### src/sv/svfs_fifo.sv
// Small register FIFO; the caller must never push when full nor pop when
// empty, which the FIFO does not check. No dependencies.
module svfs_fifo #(
	parameter int W     = 8,
	parameter int DEPTH = 2
) (
	input  logic                         clk,
	input  logic                         arst_n,
	input  logic                         push,
	input  logic [W-1:0]                 wdata,
	input  logic                         pop,
	output logic [W-1:0]                 rdata,
	output logic [$clog2(DEPTH+1)-1:0]   count
);
	localparam int PW = DEPTH > 1 ? $clog2(DEPTH) : 1;
	localparam int CW = $clog2(DEPTH+1);

	logic [W-1:0]  mem_q [DEPTH];
	logic [PW-1:0] wp_q, rp_q;
	logic [CW-1:0] cnt_q;

	function automatic logic [PW-1:0] bump(input logic [PW-1:0] p);
		return (p == PW'(DEPTH-1)) ? '0 : p + PW'(1);
	endfunction

	always_ff @(posedge clk) begin
		if (push) begin
			mem_q[wp_q] <= wdata;
		end
	end

	always_ff @(posedge clk or negedge arst_n) begin
		if (!arst_n) begin
			wp_q  <= '0;
			rp_q  <= '0;
			cnt_q <= '0;
		end else begin
			if (push) wp_q <= bump(wp_q);
			if (pop) rp_q <= bump(rp_q);
			if (push && !pop) cnt_q <= cnt_q + CW'(1);
			else if (pop && !push) cnt_q <= cnt_q - CW'(1);
		end
	end

	assign rdata = mem_q[rp_q];
	assign count = cnt_q;
endmodule

### config.mk
export PLATFORM = sky130hd
export DESIGN_NAME = svfs_fifo
export DESIGN_NICKNAME = d
export VERILOG_FILES = /design/src/sv/svfs_fifo.sv
export SDC_FILE = /design/constraint.sdc
export NUM_CORES = 1
export LEC_CHECK = 0
export ABC_AREA = 0
export BUFFER_PORTS_ARGS = -buffer_cell sky130_fd_sc_hd__clkbuf_2
export CORE_MARGIN = 4
export CORE_UTILIZATION = 32
export CTS_CLUSTER_SIZE = 14
export DETAILED_ROUTE_END_ITERATION = 6
export MAX_ROUTING_LAYER = met4
export SETUP_SLACK_MARGIN = 0.02
export SKIP_CTS_REPAIR_TIMING = 1
export SLEW_MARGIN = 20
export SYNTH_ARGS = -nofsm -noshare
export SYNTH_HDL_FRONTEND = slang
export SYNTH_SLANG_ARGS = --single-unit
### constraint.sdc
create_clock -name clk -period 1.6 [get_ports clk]
set_input_delay 0.24 -clock clk [delete_from_list [all_inputs] [get_ports clk]]
set_output_delay 0.24 -clock clk [all_outputs]
set_load 0.05 [all_outputs]
==> results of run 1 <==
-- power by group --
part	total [mW]	internal (mW)	switching, mW
sequential	0.765	0.709	0.0560
clock	0.277	0.138	0.139
combinational	1.00	0.401	0.601
-- registers in the layout, indices dropped and copies added (netlist names) --
| signal | flops |
|---|---|
| count | 2 |
| mem_q | 16 |
| rp_q | 1 |
| wp_q | 1 |
-- how the worst max path moves through the flow --
stage          startpoint     endpoint  slack [ns]  cells after the start
6_report             rp_q     rdata[4]        0.06                      3
5_1_grt              rp_q     rdata[6]      -0.005                      3
4_1_cts              rp_q     rdata[5]       -0.19                      2
3_5_place_dp         rp_q     rdata[5]        0.16                      2
3_3_place_gp         rp_q     rdata[5]        0.16                      2
2_1_floorplan        wp_q  mem_q[0][0]        0.44                      1
-- area by class of cell --
cell class / count / area, um^2 / share of cell area
sequential: 20 / 582 / 0.567
timing repair buffer: 26 / 206 / 0.201
multi-input combinational: 17 / 163 / 0.159
clock buffer: 4 / 36.3 / 0.0354
tap: 28 / 35.0 / 0.0341
inverter: 1 / 3.75 / 0.00366
-- cells by family (layout without fill, tap and decap cells) --
kind of cell	count (synthesis)	count (layout)
adder cells (fa/ha/maj)	1	1
multiplexers	8	8
XOR/XNOR	5	5
buffers and inverters	2	31
flip-flops	20	20
AND/OR/NAND/NOR	3	3
-- worst max-delay path: stages, from the launching register on --
cell and delay, ns:
dfrtp_2 0.38, buf_4 0.14, mux2_2 0.34, buf_6 0.15
-- cell usage after synthesis --
library cell / number
inv_1: 1
ha_1: 1
edfxtp_1: 16
mux2_2: 8
nor2b_1: 1
nor2_1: 1
and2_1: 1
xnor2_1: 1
xor2_1: 4
dfrtp_1: 4
buf_6: 1
-- routing by layer --
layer | vias to the layer above | GRT usage | wire length (um)
li1 | 202 | - | -
met1 | 192 | 0.102 | 519
met2 | 16 | 0.129 | 569
met3 | 0 | 0.0276 | 78
met4 | 0 | 0.0407 | 0
met5 | - | - | 0
==> results by group, run 1 <==
Synthesis
  – Synth cell types: 11
  – Top cell type by total area after synthesis: edfxtp_1
  – Xor/xnor share of the synthesized area: 0.0578
  – Sequential area share after synthesis: 0.766
  – Post-synthesis simple-gate area fraction: 0.0215
  – Synthesis-stage register bit count: 20
  – Synthesized area: 758 um^2
  – Synth Warn #: 0
  – Synth Area in Compound Gates: 0
  – Synth top area share: 0.634
  – Mapped Nets: 52
  – Synth Area in Adders: 0.0165
  – Syn_area_per_cell: 19.4 um^2
  – Largest family of logic cells by synthesized area: multiplexers
  – Cells after synthesis: 39
  – Multiplexer share of the synthesized area: 0.119
  – Top cells by area, synth: edfxtp_1, dfrtp_1, mux2_2, xor2_1, ha_1

Clocking
  – Worst skew pair latency: 0.29 ns
  – CTS Sinks: 20
  – Htree depth: 1
  – Clk slew on worst S/H paths: 0.11 ns
  – TritonCTS Buffers: 3
  – CTS tree: built
  – Clock root buffer: clkbuf_4
  – Clock Path Buffers: 2

Cells and area
  – Area Growth Syn to Fin: 35.3%
  – Share of cells above drive strength 1: 0.559
  – Final #Nets: 82
  – Most frequent cells in the layout: edfxtp_1, clkbuf_2, mux2_2
  – Leading cell type in the layout, fill and taps excluded: edfxtp_1
  – Post-route cell area: 1030 um^2
  – Fillers: 209
  – Final Util: 0.459
  – Fin cells: 96
  – N_diodes: 0

Detailed routing
  – Vias: 410
  – Final ANT Viol Nets: 0
  – Drt wl/cell: 12.1 um
  – Routed vias/inst: 4.27
  – Initial drt markers: 1
  – DR pass1 iterations: 2
  – # DRC: 0
  – Total Wirelength: 1.17 mm

Setup path
  – CP Capture Type: primary output
  – R2R Setup Slk: 0.45 ns
  – Worst R2R End: mem_q[0][7]
  – Worst r2r src: wp_q
  – Reg2Reg Depth: 2
  – Worst EP arrival: 1.30 ns
  – Critical Path RT: 1.36 ns
  – Largest fanout on the critical path: 4
  – Kind of critical path: reg -> out
  – Startpoint Class: register

STA
  – Setup-failing EPs final: 0
  – Final Skew: 0.00934 ns
  – RSZ-0062 raised after global routing: yes
  – Max-slew violations: 0
  – Post-layout worst setup margin: 0.0588 ns
  – Max Freq: 649 MHz
  – Hold WS: 0.132 ns
  – Least-Margin Pin Slew: 0.389 ns
  – Tcrit/Tclk final: 0.963
  – Post-layout minimum cycle time: 1.54 ns
  – Hold Fails Final Rpt: 0
  – Worst slew margin: 0.740
  – Setup TNS: 0 ns

Placed design
  – Inst Count DP: 88
  – Dpl ws: 0.159 ns
  – Port Buffers: 21
  – Placed cell areas: 895 um^2
  – Final Wtd Congestion: 0.629

Pwr
  – Overall Power: 2.04 mW
  – Power per cell area: 1990 nW/um^2
  – Peak VDD IR: 0.828 mV
  – Leak pwr: 0.419 nW

Worst hold path
  – HP Class: in -> reg
  – Worst Hold Path EP: mem_q[1][2]
  – Hold Crit Start: wdata[2]
  – Worst hold stages: 1

Global route
  – Total track usage: 0.0850
  – Global-route wire length before repair: 1.94 mm
  – Largest net degree at the start of global routing: 12
  – Initial antenna violation count: 0
  – GRT overflow: 0
  – Vias in the first global route: 453

Floorplanning
  – I/O pin count: 22
  – Die width: 56.7 um
  – Row cnt: 17
  – Starting Density: 0.339
  – Die Span Y: 56.7 um
  – Core footprint: 2230 um^2
  – Die area: 3210 um^2

Job
  – Max_cap viols: 0

Status
  – Status: finished, final reports clean
Power figures use the tool's default switching activity.
==> run 2, diff against run 1 <==
==> constraint.sdc (replaced) <==
create_clock -name clk -period 1.6 [get_ports clk]
set_input_delay 0.16 -clock clk [delete_from_list [all_inputs] [get_ports clk]]
set_output_delay 0.16 -clock clk [all_outputs]
set_load 0.05 [all_outputs]
==> results by group, run 2 (synthesized netlist as in run 1, its figures left out) <==
Setup path
  – Crit path max-delay family: flip-flops
  – Kind of critical path: reg -> out
  – Largest fanout on the critical path: 3
  – Worst path max stage delay: 0.42 ns
  – Critical Path RT: 1.44 ns
  – Slowest cell on crit path: dfrtp_2
  – Startpoint Class: register
  – R2R Setup Slk: 0.45 ns
  – Worst path bufs/invs: 2
  – Worst EP arrival: 1.36 ns
  – Critical path cell sequence: buf_4 -> mux2_2 -> clkbuf_2
  – CP Capture Type: primary output

Detailed routing
  – Drt wl/cell: 12.2 um
  – Top layer used by detailed routing: met3
  – DR pass1 iterations: 2
  – Total Wirelength: 1.17 mm
  – Final ANT Viol Nets: 0
  – Met3 WL: 95 um
  – Routed wl met2: 564 um
  – Met1 Routed Length: 514 um
  – Routed vias/inst: 4.27
  – # DRC: 0
  – Vias: 410
  – Initial drt markers: 1

Global route
  – GRT overflow: 0
  – Initial antenna violation count: 0
  – Largest net degree at the start of global routing: 12
  – Total track usage: 0.0850
  – Global-route wire length before repair: 1.94 mm
  – Vias in the first global route: 453

Clocking
  – Clk slew on worst S/H paths: 0.11 ns
  – Worst skew pair latency: 0.29 ns
  – Htree depth: 1
  – CTS tree: built
  – TritonCTS Buffers: 3
  – CTS Sinks: 20
  – Clock root buffer: clkbuf_4
  – Clock Path Buffers: 2

Placed design
  – Port Buffers: 21
  – Final Wtd Congestion: 0.629
  – Inst Count DP: 88

Job
  – Max_cap viols: 0

Floorplanning
  – Die area: 3210 um^2
  – Row cnt: 17
  – Core footprint: 2230 um^2
  – Die width: 56.7 um
  – Starting Density: 0.339
  – I/O pin count: 22
  – Die Span Y: 56.7 um

Pwr
  – Overall Power: 1.90 mW
  – Comb pwr share: 0.452
  – Power per cell area: 1960 nW/um^2
  – Leak pwr: 0.400 nW
  – Peak VDD IR: 0.821 mV
  – Sequential power share: 0.403
  – Clock share of power: 0.146
  – Sw power: 775 uW
  – Switching portion of total power: 0.408
  – Int Pwr: 1.13 mW

Cells and area
  – Area Growth Syn to Fin: 27.6%
  – Share of cells above drive strength 1: 0.559
  – N_diodes: 0
  – Fin cells: 96
  – Most frequent cells in the layout: clkbuf_2, edfxtp_1, mux2_2
  – Final #Nets: 82
  – Most flop-heavy register: mem_q
  – Leading cell type in the layout, fill and taps excluded: clkbuf_2
  – Max FFs per register: 16

STA
  – Final Skew: 0.00936 ns
  – RSZ-0062 raised after global routing: yes
  – Max Freq: 658 MHz
  – Least-Margin Pin Slew: 0.390 ns
  – Max-slew violations: 0
  – Setup-failing EPs final: 0
  – Worst slew margin: 0.740
  – Tcrit/Tclk final: 0.950
  – Hold Fails Final Rpt: 0
  – Post-layout minimum cycle time: 1.52 ns

Status
  – Status: finished, final reports clean

Worst hold path
  – HP Class: in -> reg
==> run 2: per-stage QoR <==
stage	setup WS, ns	hold slack, ns	area, um^2	TNS, ns	util
3_3_place_gp	0.240	-0.0259	895	0	0.401
6_report	0.0793	0.0516	967	0	0.433
2_1_floorplan	0.438	-0.136	758	0	-
3_5_place_dp	0.239	-0.0220	895	0	0.401
4_1_cts	-0.111	-0.352	931	-0.796	0.417
5_1_grt	0.0140	0.0253	967	0	0.433
==> run 2: final timing paths <==
path,cells past startpoint,endpoint,start
worst min-delay path,1,mem_q[1][2],wdata[2]
max in group asynchronous,2,rp_q,arst_n
worst max-delay path,3,rdata[5],rp_q
min in group asynchronous,2,count[1],arst_n
worst min register to register,1,count[1],count[1]
worst max register to register,2,mem_q[0][7],wp_q
==> run 2: power by group through the flow <==
stage	sequential (mW)	clock, mW	combinational, mW
2_1_floorplan	0.856	0	0.570
3_3_place_gp	0.808	0	0.761
3_5_place_dp	0.817	0	0.764
4_1_cts	0.805	0.294	0.770
5_1_grt	0.784	0.324	0.910
6_report	0.765	0.277	0.858
==> run 2: worst reg2reg max path: stages, from the launching register on <==
cell	delay, ns
dfrtp_1	0.41
nor2b_1	0.24
buf_4	0.21
==> run 2: layout make-up <==
class | count | area, um^2
fill | 212 | 1270
sequential | 20 | 582
multi-input combinational | 17 | 163
timing repair buffer | 26 | 148
clock buffer | 4 | 36.3
tap | 28 | 35.0
inverter | 1 | 3.75
==> run 2: metal layers <==
metal  GRT usage  vias up
met5           -        -
met4      0.0407        0
met3      0.0276        0
met2       0.129       16
met1       0.102      192
li1            -      202
